$ cat src/kps_pkg.sv
// Package for the 4x4 matrix keypad scanner.
// Holds the buffer sizing, codes, phase type and key map; no dependencies.
package kps_pkg;

	localparam int BUFFER_DEPTH = 16;
	localparam int BUF_IDX_W = (BUFFER_DEPTH > 1) ? $clog2(BUFFER_DEPTH) : 1;
	localparam int CNT_W = $clog2(BUFFER_DEPTH + 1);

	localparam logic [7:0] DEBOUNCE_RESET = 8'd20;
	localparam logic [7:0] KEY_HASH = 8'h23;

	typedef enum logic [1:0] {
		ACT_SCAN  = 2'd0,
		ACT_CLEAR = 2'd1,
		ACT_READ  = 2'd2
	} action_t;

	typedef enum logic [0:0] {
		REG_ENABLE   = 1'b0,
		REG_DEBOUNCE = 1'b1
	} cfg_reg_t;

	typedef enum logic [2:0] {
		PH_SCAN     = 3'b001,
		PH_DEBOUNCE = 3'b010,
		PH_RELEASE  = 3'b100
	} phase_t;

	typedef struct packed {
		logic       found;
		logic [1:0] col;
	} col_hit_t;

	// row0 "123A", row1 "456B", row2 "789C", row3 "*0#D"
	function automatic logic [7:0] key_map(input logic [1:0] row, input logic [1:0] col);
		logic [7:0] code;
		case ({row, col})
			4'h0: code = 8'h31;
			4'h1: code = 8'h32;
			4'h2: code = 8'h33;
			4'h3: code = 8'h41;
			4'h4: code = 8'h34;
			4'h5: code = 8'h35;
			4'h6: code = 8'h36;
			4'h7: code = 8'h42;
			4'h8: code = 8'h37;
			4'h9: code = 8'h38;
			4'hA: code = 8'h39;
			4'hB: code = 8'h43;
			4'hC: code = 8'h2A;
			4'hD: code = 8'h30;
			4'hE: code = KEY_HASH;
			default: code = 8'h44;
		endcase
		return code;
	endfunction

	// lowest low column at or above 'from'
	function automatic col_hit_t find_low(input logic [3:0] cols, input logic [2:0] from);
		col_hit_t hit;
		hit = '0;
		for (int c = 3; c >= 0; c--) begin
			if (!cols[c] && (3'(c) >= from)) begin
				hit.found = 1'b1;
				hit.col = 2'(c);
			end
		end
		return hit;
	endfunction

endpackage

$ cat src/matrix_keypad_scanner_top.sv
// Top level of the 4x4 matrix keypad scanner: scan/debounce state, key buffer,
// result register. Depends on kps_pkg.
//
// Usage:
//  s_* stream: one item per scan tick or buffer command. s_tuser = action
//  (0 scan tick, 1 clear buffer, 2 read entry); s_tdata = col_levels, read_index.
//  m_* stream: one result per accepted item: row drive for the next sample,
//  reported key, buffer fill, read entry, with key_valid/read_valid in m_tuser.
//  cfg_we/cfg_index/cfg_data: register 0 enable, register 1 debounce_ticks.
//  Writing enable returns the scanner to row 0 and empties the buffer.
//  Result valid follows input accept in the next cycle, set by the single
//  result register after the state update; one item per cycle unless stalled.
//  When the receiver stalls, the result register holds and s_tready drops
//  until it is taken; a result taken in a cycle frees room for a new item in
//  that same cycle.
//  Reset: disabled, debounce 20 ticks, scan at row 0, buffer empty, no result.
//  While disabled, row_drive reads all-high and the buffer stays empty.
module matrix_keypad_scanner_top (
	input  logic        clk,
	input  logic        arst_n,
	input  logic        s_tvalid,
	output logic        s_tready,
	input  logic [7:0]  s_tdata,   // [3:0] col_levels, [7:4] read_index
	input  logic [1:0]  s_tuser,   // [1:0] action
	output logic        m_tvalid,
	input  logic        m_tready,
	output logic [31:0] m_tdata,   // [3:0] row_drive, [11:4] key_code,
	                               // [16:12] buffer_count, [24:17] read_data
	output logic [1:0]  m_tuser,   // [0] key_valid, [1] read_valid
	input  logic        cfg_we,
	input  logic [0:0]  cfg_index,
	input  logic [7:0]  cfg_data
);
	import kps_pkg::*;

	logic             enable_q;
	logic [7:0]       debounce_q;
	logic [1:0]       row_q, row_n;
	phase_t           phase_q, phase_n;
	logic [1:0]       held_q, held_n;
	logic [7:0]       wait_q, wait_n;
	logic [CNT_W-1:0] count_q, count_n;
	logic [7:0]       store_q [BUFFER_DEPTH];

	logic             out_valid_q;
	logic [3:0]       row_drive_q;
	logic             key_valid_q;
	logic [7:0]       key_code_q;
	logic [CNT_W-1:0] count_out_q;
	logic [7:0]       read_data_q;
	logic             read_valid_q;

	logic             s_accept;
	action_t          action;
	logic [3:0]       cols;
	logic [3:0]       ridx;
	col_hit_t         hit_first, hit_next;
	logic             kvalid, rvalid, wr_en;
	logic [7:0]       kcode, rdata;
	logic [3:0]       drive;

	assign action = action_t'(s_tuser);
	assign cols = s_tdata[3:0];
	assign ridx = s_tdata[7:4];
	assign s_tready = !out_valid_q || m_tready;
	assign s_accept = s_tvalid && s_tready;

	assign hit_first = find_low(cols, 3'd0);
	assign hit_next = find_low(cols, {1'b0, held_q} + 3'd1);

	always_comb begin
		row_n = row_q;
		phase_n = phase_q;
		held_n = held_q;
		wait_n = wait_q;
		count_n = count_q;
		kvalid = 1'b0;
		kcode = '0;
		rdata = '0;
		rvalid = 1'b0;
		wr_en = 1'b0;
		if (enable_q) begin
			case (action)
				ACT_SCAN: begin
					case (phase_q)
						PH_DEBOUNCE: begin
							if (wait_q != 8'd0) begin
								wait_n = wait_q - 8'd1;
							end else if (!cols[held_q]) begin
								phase_n = PH_RELEASE;
							end else if (hit_next.found) begin
								held_n = hit_next.col;
								wait_n = debounce_q;
							end else begin
								row_n = row_q + 2'd1;
								phase_n = PH_SCAN;
							end
						end
						PH_RELEASE: begin
							if (cols[held_q]) begin
								kvalid = 1'b1;
								kcode = key_map(row_q, held_q);
								if (kcode != KEY_HASH && count_q < CNT_W'(BUFFER_DEPTH)) begin
									wr_en = 1'b1;
									count_n = count_q + CNT_W'(1);
								end
								row_n = '0;
								phase_n = PH_SCAN;
								held_n = '0;
								wait_n = '0;
							end
						end
						default: begin
							if (hit_first.found) begin
								held_n = hit_first.col;
								wait_n = debounce_q;
								phase_n = PH_DEBOUNCE;
							end else begin
								row_n = row_q + 2'd1;
							end
						end
					endcase
				end
				ACT_CLEAR: count_n = '0;
				ACT_READ: begin
					if (32'(ridx) < 32'(count_q)) begin
						rvalid = 1'b1;
						rdata = store_q[BUF_IDX_W'(ridx)];
					end
				end
				default: ;
			endcase
			drive = ~(4'b0001 << row_n);
		end else begin
			count_n = '0;
			row_n = '0;
			phase_n = PH_SCAN;
			held_n = '0;
			wait_n = '0;
			drive = 4'hF;
		end
	end

	always_ff @(posedge clk or negedge arst_n) begin
		if (!arst_n) begin
			enable_q <= 1'b0;
			debounce_q <= DEBOUNCE_RESET;
			row_q <= '0;
			phase_q <= PH_SCAN;
			held_q <= '0;
			wait_q <= '0;
			count_q <= '0;
		end else if (cfg_we) begin
			case (cfg_reg_t'(cfg_index))
				REG_ENABLE: begin
					enable_q <= cfg_data[0];
					row_q <= '0;
					phase_q <= PH_SCAN;
					held_q <= '0;
					wait_q <= '0;
					count_q <= '0;
				end
				default: debounce_q <= cfg_data;
			endcase
		end else if (s_accept) begin
			row_q <= row_n;
			phase_q <= phase_n;
			held_q <= held_n;
			wait_q <= wait_n;
			count_q <= count_n;
		end
	end

	always_ff @(posedge clk) begin
		if (s_accept && wr_en && !cfg_we) begin
			store_q[count_q[BUF_IDX_W-1:0]] <= kcode;
		end
	end

	always_ff @(posedge clk or negedge arst_n) begin
		if (!arst_n) begin
			out_valid_q <= 1'b0;
		end else if (s_accept) begin
			out_valid_q <= 1'b1;
		end else if (m_tready) begin
			out_valid_q <= 1'b0;
		end
	end

	always_ff @(posedge clk) begin
		if (s_accept) begin
			row_drive_q <= drive;
			key_valid_q <= kvalid;
			key_code_q <= kcode;
			count_out_q <= count_n;
			read_data_q <= rdata;
			read_valid_q <= rvalid;
		end
	end

	assign m_tvalid = out_valid_q;
	assign m_tdata = 32'({read_data_q, count_out_q, key_code_q, row_drive_q});
	assign m_tuser = {read_valid_q, key_valid_q};

	a_count_bound: assert property (@(posedge clk) disable iff (!arst_n)
		32'(count_q) <= BUFFER_DEPTH)
		else $error("buffer fill above depth");

	a_disabled_idle: assert property (@(posedge clk) disable iff (!arst_n)
		!enable_q |-> (count_q == '0 && phase_q == PH_SCAN && row_q == 2'd0))
		else $error("scan or buffer active while disabled");

	a_wait_idle: assert property (@(posedge clk) disable iff (!arst_n)
		phase_q != PH_DEBOUNCE |-> wait_q == 8'd0)
		else $error("debounce count left outside debounce");

	a_one_kind: assert property (@(posedge clk) disable iff (!arst_n)
		out_valid_q |-> !(key_valid_q && read_valid_q))
		else $error("key and read reported together");

	a_key_nonzero: assert property (@(posedge clk) disable iff (!arst_n)
		(out_valid_q && key_valid_q) |-> key_code_q != 8'd0)
		else $error("reported key without code");

endmodule

$ cat config.mk
export PLATFORM = sky130hd
export DESIGN_NAME = matrix_keypad_scanner_top
export DESIGN_NICKNAME = d
export VERILOG_FILES = /design/src/kps_pkg.sv /design/src/matrix_keypad_scanner_top.sv
export SDC_FILE = /design/constraint.sdc
export NUM_CORES = 1
export LEC_CHECK = 0
export BUFFER_PORTS_ARGS = -buffer_cell sky130_fd_sc_hd__buf_2
export CORE_MARGIN = 4
export CORE_UTILIZATION = 30
export DETAILED_ROUTE_END_ITERATION = 6
export GPL_ROUTABILITY_DRIVEN = 1
export GPL_TIMING_DRIVEN = 0
export SYNTH_ARGS = -nofsm -noshare
export SYNTH_HDL_FRONTEND = slang
export SYNTH_SLANG_ARGS = --single-unit
$ cat constraint.sdc
create_clock -name clk -period 2.2 [get_ports clk]
set_input_delay 0.11 -clock clk [delete_from_list [all_inputs] [get_ports clk]]
set_output_delay 0.11 -clock clk [all_outputs]
set_load 0.05 [all_outputs]
# After elaboration in Yosys (flattened, before gate mapping)
# Memory sizes are Yosys's and may differ from the RTL's. A register that Yosys moved wholly into a read port is not among the register bits.
# Cells that the tools add are included.
word_totals:
  regBits: 49
  ram_bits: 128
  mem_bits_ro: 112
  output_inout_bits: 36
  wordCells: 154
  memories: 2
op_classes:
  addsub: 4
  n_lt_le_gt_ge: 7
  n_eq_ne: 15
  n_shift: 1
  n_mux: 81
  bitwise: 2
  reduce_logical: 29
memory_table:
  columns: ["name", "words", "width", "rd", "rd_clocked_by_memory_dff", "write_ports", "line", "text"]
  rows:
  - ["store_q", 16, 8, 1, 1, 1, "matrix_keypad_scanner_top.sv:43", "logic [7:0] store_q [BUFFER_DEPTH];"]
  - ["(name not given)", 16, 7, 1, 0, 0, "kps_pkg.sv:37", "case ({row, col})"]
ops:
  columns: ["operator", "n"]
  rows:
  - ["$mux 8", 18]
  - ["$mux 3", 18]
  - ["$mux 2", 20]
  - ["$mux 5", 7]
  - ["$ne 4x4->1 const B", 4]
  - ["$pmux 8 s2", 1]
  - ["$ne 5x5->1 const B", 3]
  - ["$reduce_and 7->1", 2]
  - ["$mux 1", 12]
  - ["$pmux 5 s2", 1]
  - ["$logic_and 1x1->1", 8]
  - ["$ne 8x6->1 const B", 1]
  - ["$pmux 2 s2", 2]
  - ["$reduce_and 2->1", 4]
  - ["$reduce_and 8->1", 1]
  - ["$reduce_bool 8->1", 1]
  - ["$sub 8x1->8 const B", 1]
  - ["$logic_not 1->1", 7]
  - ["$ge 1x3->1 const A", 2]
  - ["$ge 2x3->1 const A", 2]
  - ["$pmux 3 s2", 1]
  - ["$reduce_and 3->1", 2]
  - ["$add 5x1->5 const B", 1]
  - ["$lt 4x5->1", 1]
  - ["other kinds (18)", 19]

# Depth between registers and ports, before layout
# Gate-level depths: netlist of run 1.
depth:
  ltp_word: 17
  mapped_depth: 8
  ltp_nobuf: 7

# Worst setup path before layout of run 1
# Ideal clock, no wire load.
synth_timing:
  path_type: "register -> register"
  start: "reg held_q[0]"
  end: "mem store_q[0][0] (enable)"
  setup_time_ps: 326
  arrival_time_ps: 2129
  setup_slack_ps: -254
  path_stages_with_launch: 8
  n_path_buf: 0
  path_cell_list: "dfrtp_1 > inv_1 > ha_1 > mux2i_1 > mux2i_1 > a41o_1 > nor4_1 > and2_1"
synth_between:
  elab_chain_cells: 16
  word_cells_on_any_way: 18
  cone_classes: "eq/ne: 1; mux: 13; reduce/logical: 3; memory: 1"
synth_rtl:
  columns: ["item", "line", "text"]
  rows:
  - ["from (decl)", "matrix_keypad_scanner_top.sv:40", "logic [1:0] held_q, held_n;"]
  - ["from (signal assigned)", "matrix_keypad_scanner_top.sv:168", "held_q <= held_n;"]
  - ["$mem_v2 16x7", null, null]
  - ["$mux 8", "matrix_keypad_scanner_top.sv:100", "if (cols[held_q]) begin"]
  - ["$mux 8", "matrix_keypad_scanner_top.sv:85", "case (phase_q)"]
  - ["$mux 8", "matrix_keypad_scanner_top.sv:83", "case (action)"]
  - ["$mux 8", "matrix_keypad_scanner_top.sv:82", "if (enable_q) begin"]
  - ["$ne 8x6->1", "matrix_keypad_scanner_top.sv:103", "if (kcode != KEY_HASH && count_q < CNT_W'(BUFFER_DEPTH)) begin"]
  - ["$logic_and 1x1->1", "matrix_keypad_scanner_top.sv:103", null]
  - ["$mux 1", "matrix_keypad_scanner_top.sv:103", null]
  - ["$mux 1 (*)", "matrix_keypad_scanner_top.sv:100", null]
  - ["$mux 1 (*)", "matrix_keypad_scanner_top.sv:85", null]
  - ["$mux 1 (*)", "matrix_keypad_scanner_top.sv:83", null]
  - ["$mux 1 (*)", "matrix_keypad_scanner_top.sv:82", null]
  - ["$logic_and 1x1->1 (*) (2 in series)", "matrix_keypad_scanner_top.sv:175", "if (s_accept && wr_en && !cfg_we) begin"]
  - ["$mux 1 (*)", "matrix_keypad_scanner_top.sv:175", null]
  - ["$mux 1 (not written as such) (*)", "matrix_keypad_scanner_top.sv:176", "store_q[count_q[BUF_IDX_W-1:0]] <= kcode;"]
  - ["to (decl)", "matrix_keypad_scanner_top.sv:43", null]
# Every way passes the cells marked *; elsewhere a longest branch is shown, timed or not. The select of a mux whose other input is x is not followed.

# Final worst setup path of run 1
layout_timing:
  start: "reg held_q[0]"
  end: "mem store_q[15][2] (enable)"
# The elaborated chain is that of the path after synthesis.

==> results of run 1 <==
kinds of logic (layout without fill, tap and decap cells):
kind of cell / Yosys count / after routing / synth area share
adder cells (fa/ha/maj): 15 / 15 / 0.0238
other: 1 / 9 / 0.000476
buffers and inverters: 58 / 189 / 0.0356
multiplexers: 61 / 61 / 0.137
flip-flops: 167 / 167 / 0.618
XOR/XNOR: 6 / 6 / 0.00667
AND/OR/NAND/NOR: 130 / 130 / 0.0961
AO/OA/AOI/OAI: 90 / 90 / 0.0821
flip-flops by register name (all words and copies together), names as in the netlist:
signal,cells
held_q,2
wait_q,8
key_code_q,7
row_drive_q,4
store_q,112
read_valid_q,1
count_out_q,5
debounce_q,8
count_q,5
m_tvalid,1
phase_q,3
read_data_q,7
enable_q,1
row_q,2
key_valid_q,1
worst paths after layout:
path	to	depth (start not counted)	start
max in group asynchronous	row_q[1]	2	arst_n
worst min-delay path	held_q[0]	4	cfg_we
worst min register to register	debounce_q[5]	1	debounce_q[5]
worst max-delay path	store_q[15][2]	6	held_q[0]
worst max register to register	store_q[15][2]	6	held_q[0]
min in group asynchronous	debounce_q[3]	2	arst_n
cell usage in the layout (no fill, tap or decap), types with 5 or more instances in the layout:
cell type	instances
edfxtp_1	137
buf_2	54
buf_4	46
mux4_2	36
nand2_1	25
dfrtp_1	24
inv_1	22
and2_4	17
clkbuf_16	17
mux2_2	14
nor2_1	14
a21oi_1	12
ha_1	12
dlygate4sd3_1	11
buf_6	10
conb_1	9
nand4_1	8
nor4_4	8
o21ai_0	7
a211oi_1	7
o22ai_2	7
clkbuf_1	6
nand2b_1	6
a21o_1	6
inv_8	6
mux2i_1	5
nand3_1	5
xnor2_1	5
nor2b_1	5
layer usage:
layer / up-vias / routed length, µm / global-route usage
met1: 2596 / 8020 / 0.172
li1: 2326 / - / -
met5: - / 0 / 0
met4: 0 / 238 / 0.0288
met2: 158 / 9460 / 0.218
met3: 24 / 907 / 0.0242
tightest hold or removal path, cell delays in order:
cell and delay, ns:
buf_2 0.13, nor2b_1 0.11, nand2_1 0.08, mux2i_1 0.06
synthesized netlist by cell type, types with 9 or more instances:
library cell  number  area (µm²)
and2_1            23         144
o22ai_1           10        62.6
dfrtp_1           27         676
a211oi_1           9        67.6
clkbuf_1          10        37.5
nor2_1            18        67.6
mux4_2            36         811
a21oi_1           14        70.1
nand2_1           26        97.6
buf_4             12        90.1
inv_1             25        93.8
edfxtp_1         137        4110
mux2_2            16         180
mux2i_1            9        90.1
ha_1              15         188
o21ai_0           10        50.1
per-stage QoR:
step                 util  std cells
floorplan               -        536
global route        0.393       1002
CTS                 0.380        986
finish              0.393       1002
detailed placement  0.337        921
global placement    0.336        920
power by group through the flow:
stage,Sequential (W),Combinational (W),Clock [W]
after detailed placement,0.00359,0.000826,0
after floorplan,0.00365,0.000563,0
final,0.00353,0.00108,0.00320
after CTS,0.00353,0.000951,0.00325
after global routing,0.00354,0.00116,0.00339
after global placement,0.00360,0.000818,0
layout make-up:
cell class                      instances  area (µm²)  share of cell area
Buffer                                 30         185              0.0182
Clock buffer                           17         425              0.0418
Clock inverter                         15         218              0.0214
Inverter                               25        98.8             0.00971
Multi-Input combinational cell        311        3250               0.319
Sequential cell                       167        4870               0.478
Tap cell                              335         419              0.0412
Timing Repair Buffer                  102         713              0.0700
what timing repair did:
| item | CTS | global route |
|---|---|---|
| buffers inserted | 24 | 18 |
| pin swaps | 19 | 33 |
| endpoints found under the setup margin | 241 | 187 |
| gates resized for setup | 45 | 40 |
| hold endpoints to repair | 37 | 0 |
| hold buffers | 11 | 0 |
==> results.cfg, run 1 <==
[grt]
track_usage = 0.128
grt_max_degree = 31
grt_pass1_vias = 4968
antenna_found_initial = 0
grt_pass1_wl_mm = 28.6
grt-ovfl-total = 0

[clock_network]
clk_pin_slew_ns = 0.07
clk_latency_ns = 0.43
cts-root-buf = clkbuf_16
cts_buffers = 17
cts_tree = yes
htreeDepth = 4
cts.path.max_buffers = 2
cts_sinks = 167

[final_layout]
diodes = 0
num-fill-cells = 2362
drive_gt1_frac = 0.427
finalInstanceArea_mm2 = 0.0102
syn_to_final_growth_pct = 29.3
fin_nets = 693

[critical_path]
worst_setup_path_start_kind = flop
required_ns = 2.33
r2r_slack_ns = -0.12
path_class = flop to flop
max_stage_delay_ns = 0.47
cp.buffers_inverters = 1
cp_max_fo = 7
worstPathArrival_ns = 2.45
critPathSlowestCell = dfrtp_2
path_delay_family = simple AND/OR/NAND/NOR gates
cp_cell_sequence = buf_4 > mux2_2 > and4_4 > a41o_4 > nor4_4 > and2_4
cp-end-kind = flop

[placed_design]
pre_cts_ws_ns = -0.507
post_dp_cell_area_mm2 = 0.00873
port_buffers = 49
dp_hpwl_mm = 12.4
place_congestion = 0.797

[power_and_ir_drop]
sw_frac_of_total = 0.271
p_int_w = 0.00570
p_clk_frac = 0.410
combPwrFrac = 0.138
power_switching_w = 0.00212
seqPwrFrac = 0.452
total_power_w = 0.00781
ir_drop_mv = 0.610
p_leak_nw = 3.54
power.density_mw_per_mm2 = 767

[drt]
initialDrtViolationCount = 388
drt-vias-per-instance = 5.09
drt-total-wl_mm = 18.6
vias = 5104
avgRoutedWirePerCell_um = 18.6
drc = 0
antenna_left = 0
drt-pass1-iter-count = 6

[timing]
final_max_slew_viol_count = 0
fin_hold_ws_ns = 0.109
timing.fmax_mhz = 431
postLayoutSetupSlackWorst_ns = -0.120
hold_violations = 0
finalCritPeriodShare = 1.05
period_minus_slack_ns = 2.32
setup_viol = 117
worst_slew_pin_slew_ns = 1.33
tns_ns = -6.93
clock_skew_ns = 0.0195
rsz0062_at_grt = yes
max_slew_margin = 0.114

[outcome]
outcome = complete, but fails checks
violations = setup timing

[yosys]
ys_ff_latch = 167
synth_edf_count = 137
synthCells = 528
synth_ff_type = edfxtp_1
ys_types = 68
yosysSeqAreaShare = 0.618
yosys_warnings = 0
synth.cell_area_mm2 = 0.00788
synthArstFlopShare = 0.180
avgSynthCellArea_um2 = 14.9

[floorplan]
core_area_mm2 = 0.0259
start_util = 0.304
die_x_um = 170
rows = 59
die_h_um = 170
io_pins = 60
die-area_mm2 = 0.0289

[min_path]
hp-class = input pin to flop

[flow_run]
drv_cap = 0
(Power assumes the default switching activity.)
==> run 2, diff against run 1 <==
- CTS_BUF_LIST: unset -> sky130_fd_sc_hd__clkbuf_8
- HOLD_SLACK_MARGIN: unset -> 0.08
==> results.cfg, run 2 (same netlist as run 1, synthesis figures left out) <==
[final_layout]
diodes = 0
utilization = 0.384
multi_input_area_mm2 = 0.00321
fin_nets = 691
syn_to_final_growth_pct = 26.4
post_layout_nonfiller_instances = 1000
mostFrequentLayoutCells = edfxtp_1, buf_2, buf_4, mux4_2
largest_register_ffs = 112
drive_gt1_frac = 0.418
regArea_mm2 = 0.00487
final_common_cell = edfxtp_1
num-fill-cells = 2394

[timing]
clock_skew_ns = 0.0213
final_max_slew_viol_count = 0
setup_viol = 121
finalCritPeriodShare = 1.05
fin_hold_ws_ns = 0.115
postLayoutSetupSlackWorst_ns = -0.105
hold_violations = 0
timing.fmax_mhz = 434
worst_slew_pin_slew_ns = 1.33
rsz0062_at_grt = yes
max_slew_margin = 0.112
period_minus_slack_ns = 2.31

[min_path]
holdPathStages = 3
hold_path.startpoint = cfg_index
hp-class = input pin to flop

[grt]
grt_max_degree = 31
antenna_found_initial = 0
track_usage = 0.129
grt_pass1_vias = 5083
grt_pass1_wl_mm = 28.8
grt-ovfl-total = 0

[floorplan]
die_h_um = 170
rows = 59
die_x_um = 170
core_area_mm2 = 0.0259
io_pins = 60
start_util = 0.304
die-area_mm2 = 0.0289

[critical_path]
path_class = flop to flop
worst_setup_path_start_kind = flop
ff2ff_path_depth = 7
required_ns = 2.38
path_delay_family = simple AND/OR/NAND/NOR gates
worstPathArrival_ns = 2.49
cp_common_cell = mux2i_2
critPathSlowestCell = dfrtp_2
cp-end-kind = flop
r2r-start = held_q[1]
cp_cell_sequence = inv_4 > ha_4 > mux2i_2 > mux2i_2 > a41o_4 > nor4_4 > and2_4
cp.buffers_inverters = 1
r2r_slack_ns = -0.11
max_stage_delay_ns = 0.48
crit_path_start = held_q[1]
r2r-end = store_q[0][2]
crit_path_end = store_q[0][2]
path_depth = 7
cp_max_fo = 7

[placed_design]
dp.cells = 921
port_buffers = 49
pre_cts_ws_ns = -0.507
place_congestion = 0.797
dp_hpwl_mm = 12.4

[power_and_ir_drop]
power.density_mw_per_mm2 = 708
total_power_w = 0.00704
ir_drop_mv = 0.312
p_leak_nw = 3.42

[drt]
drt-pass1-iter-count = 4
drc = 0
drt-vias-per-instance = 5.02
vias = 5017
avgRoutedWirePerCell_um = 18.5
drt-total-wl_mm = 18.5
antenna_left = 0
initialDrtViolationCount = 359

[clock_network]
cts_buffers = 17
clk_pin_slew_ns = 0.10
cts_sinks = 167
cts.path.max_buffers = 2
htreeDepth = 4
cts-root-buf = clkbuf_8
cts_tree = yes
clk_latency_ns = 0.48

[outcome]
outcome = complete, but fails checks
violations = setup timing

[flow_run]
drv_cap = 0
run 2: worst min-delay path by stage:
stage | endpoint | slack (ns)
6_report | enable_q | 0.12
5_1_grt | enable_q | 0.11
4_1_cts | enable_q | 0.10
3_5_place_dp | debounce_q[5] | 0.22
3_3_place_gp | wait_q[3] | 0.21
2_1_floorplan | count_q[0] | -0.19
run 2: report_power, final:
part / switching (W) / internal (W)
clock: 0.00134 / 0.00110
combinational: 0.000609 / 0.000462
sequential: 0.0000647 / 0.00346
total: 0.00201 / 0.00503
run 2: layout make-up:
class | instances | area share
Multi-Input combinational cell | 311 | 0.323
Timing Repair Buffer | 101 | 0.0718
Tap cell | 335 | 0.0421
Buffer | 29 | 0.0182
Sequential cell | 167 | 0.489
Clock buffer | 17 | 0.0235
Clock inverter | 15 | 0.0219
Inverter | 25 | 0.0107
run 2: through the flow:
stage,instance area [µm²],TNS [ns]
finish,9950,-5.38
global route,9950,-15.17
CTS,9730,-3.48
detailed placement,8730,-72.21
global placement,8710,-80.45
floorplan,8050,-0.138
run 2: worst min-delay path, stage by stage:
cell	delay (ns)
buf_2	0.09
nor2b_1	0.11
mux2_2	0.25
run 2: timing repair:
action,in CTS,in global routing
hold buffers,13,0
resized for setup,58,26
hold endpoints to repair,41,0
setup endpoints to repair,243,173
setup buffers,25,13
pin swaps,19,25
run 2: layer usage:
metal,track usage,vias to the layer above,share of wire
met5,0,-,0
met4,0.0354,0,0.015
met3,0.0262,17,0.051
met2,0.218,135,0.51
met1,0.170,2552,0.42
li1,-,2313,-
==> run 3, diff against run 2 <==
- CORE_UTILIZATION: 30 -> 56
- PLACE_DENSITY: unset -> 0.78
==> results.cfg, run 3 (same netlist as run 1, synthesis figures left out) <==
[critical_path]
worstPathArrival_ns = 2.50
ff2ff_path_depth = 7
path_class = flop to flop
required_ns = 2.36
cp-end-kind = flop
worst_setup_path_start_kind = flop
cp_max_fo = 7

[grt]
grt-ovfl-total = 0
track_usage = 0.231
grt_pass1_vias = 5244
antenna_found_initial = 0
grt_max_degree = 31
grt_pass1_wl_mm = 28.6

[flow_run]
drv_cap = 0

[drt]
drt-total-wl_mm = 18.4
drt-vias-per-instance = 6.18
antenna_left = 0
avgRoutedWirePerCell_um = 21.8
drc = 0
drt-pass1-iter-count = 6
initialDrtViolationCount = 507
vias = 5201

[min_path]
hp-class = input pin to flop
holdPathStages = 4

[timing]
period_minus_slack_ns = 2.34
setup_viol = 148
rsz0062_at_grt = yes
timing.fmax_mhz = 427
finalCritPeriodShare = 1.06
max_slew_margin = 0.215
hold_violations = 0
tns_ns = -11.22
worst_slew_pin_slew_ns = 1.18
postLayoutSetupSlackWorst_ns = -0.142
clock_skew_ns = 0.0172
final_max_slew_viol_count = 0

[clock_network]
cts_sinks = 167
clk_latency_ns = 0.46
cts_tree = yes
cts-root-buf = clkbuf_8
clk_pin_slew_ns = 0.08
cts.path.max_buffers = 2
htreeDepth = 4
cts_buffers = 17

[final_layout]
diodes = 0
fin_nets = 687
largest_register_ffs = 112
final_common_cell = edfxtp_1
drive_gt1_frac = 0.408
mostFrequentLayoutCells = edfxtp_1, buf_2, mux4_2, buf_4
finalInstanceArea_mm2 = 0.00976
syn_to_final_growth_pct = 23.9

[placed_design]
place_congestion = 0.885
port_buffers = 49
dp_hpwl_mm = 12.2
post_dp_cell_area_mm2 = 0.00853

[floorplan]
core_area_mm2 = 0.0138
rows = 43
die_h_um = 127
die_x_um = 127
io_pins = 60
die-area_mm2 = 0.0160
start_util = 0.570

[power_and_ir_drop]
ir_drop_mv = 0.512
total_power_w = 0.00687
p_leak_nw = 3.39
power.density_mw_per_mm2 = 704

[outcome]
violations = setup timing
outcome = complete, but fails checks
## run 3: cell types whose count changed in the layout (fill, tap and decap cells not counted), sizes merged
cell	previous run	this run
clkinvlp	1	2
clkinv	3	6
inv	34	29
buf	110	103
bufinv	2	3
clkbuf	24	27
## run 3: report_power, final
group | internal (W) | switching [W] | total [W]
sequential | 0.00346 | 0.0000704 | 0.00353
clock | 0.00113 | 0.00114 | 0.00227
combinational | 0.000444 | 0.000624 | 0.00107
## run 3: what timing repair did
action	4_1_cts	5_1_grt
setup endpoints to repair	245	192
setup buffers	17	15
pin swaps	23	27
resized for setup	42	48
hold endpoints to repair	38	0
hold buffers	13	0
## run 3: stage by stage
| stage | setup slack [ns] | utilization | hold slack, ns | cells |
|---|---|---|---|---|
| after global placement | -1.01 | 0.616 | 0.196 | 765 |
| after detailed placement | -0.541 | 0.617 | 0.207 | 766 |
| after floorplan | -0.00989 | - | -0.186 | 536 |
| after CTS | -0.139 | 0.676 | 0.0868 | 826 |
| after global routing | -0.195 | 0.706 | 0.149 | 841 |
| final | -0.142 | 0.706 | 0.121 | 841 |
## run 3: per-layer routing
layer | global-route usage | vias up | wire, µm | share of wire
met4 | 0.0833 | 0 | 459 | 0.025
met2 | 0.394 | 254 | 9720 | 0.53
li1 | - | 2298 | - | -
met5 | 0 | - | 0 | 0
met1 | 0.301 | 2613 | 6890 | 0.37
met3 | 0.0408 | 36 | 1300 | 0.071
## run 3: path summary, 6_finish.rpt
kind,from,end,slack (ns)
max,held_q[1],store_q[14][2],-0.14
min,s_tuser[0],count_q[1],0.12
max reg2reg,held_q[1],store_q[14][2],-0.14
min reg2reg,debounce_q[7],debounce_q[7],0.51
max in group asynchronous,arst_n,held_q[0],1.43
min in group asynchronous,arst_n,m_tvalid,0.25
## run 3: layout make-up
class / count / area [µm²]
multi-input cells: 311 / 3260
clock buffers: 17 / 234
clock inverters: 15 / 176
fillers: 835 / 4070
flip-flops and latches: 167 / 4870
repair buffers: 95 / 694
well taps: 180 / 225
inverters: 25 / 104
plain buffers: 31 / 191
## run 3: critical path: stages, from the launching register on
cell,delay (ns)
dfrtp_2,0.50
inv_4,0.08
ha_4,0.27
mux2i_4,0.17
mux2i_4,0.12
a41o_4,0.33
nor4_4,0.28
and2_4,0.30
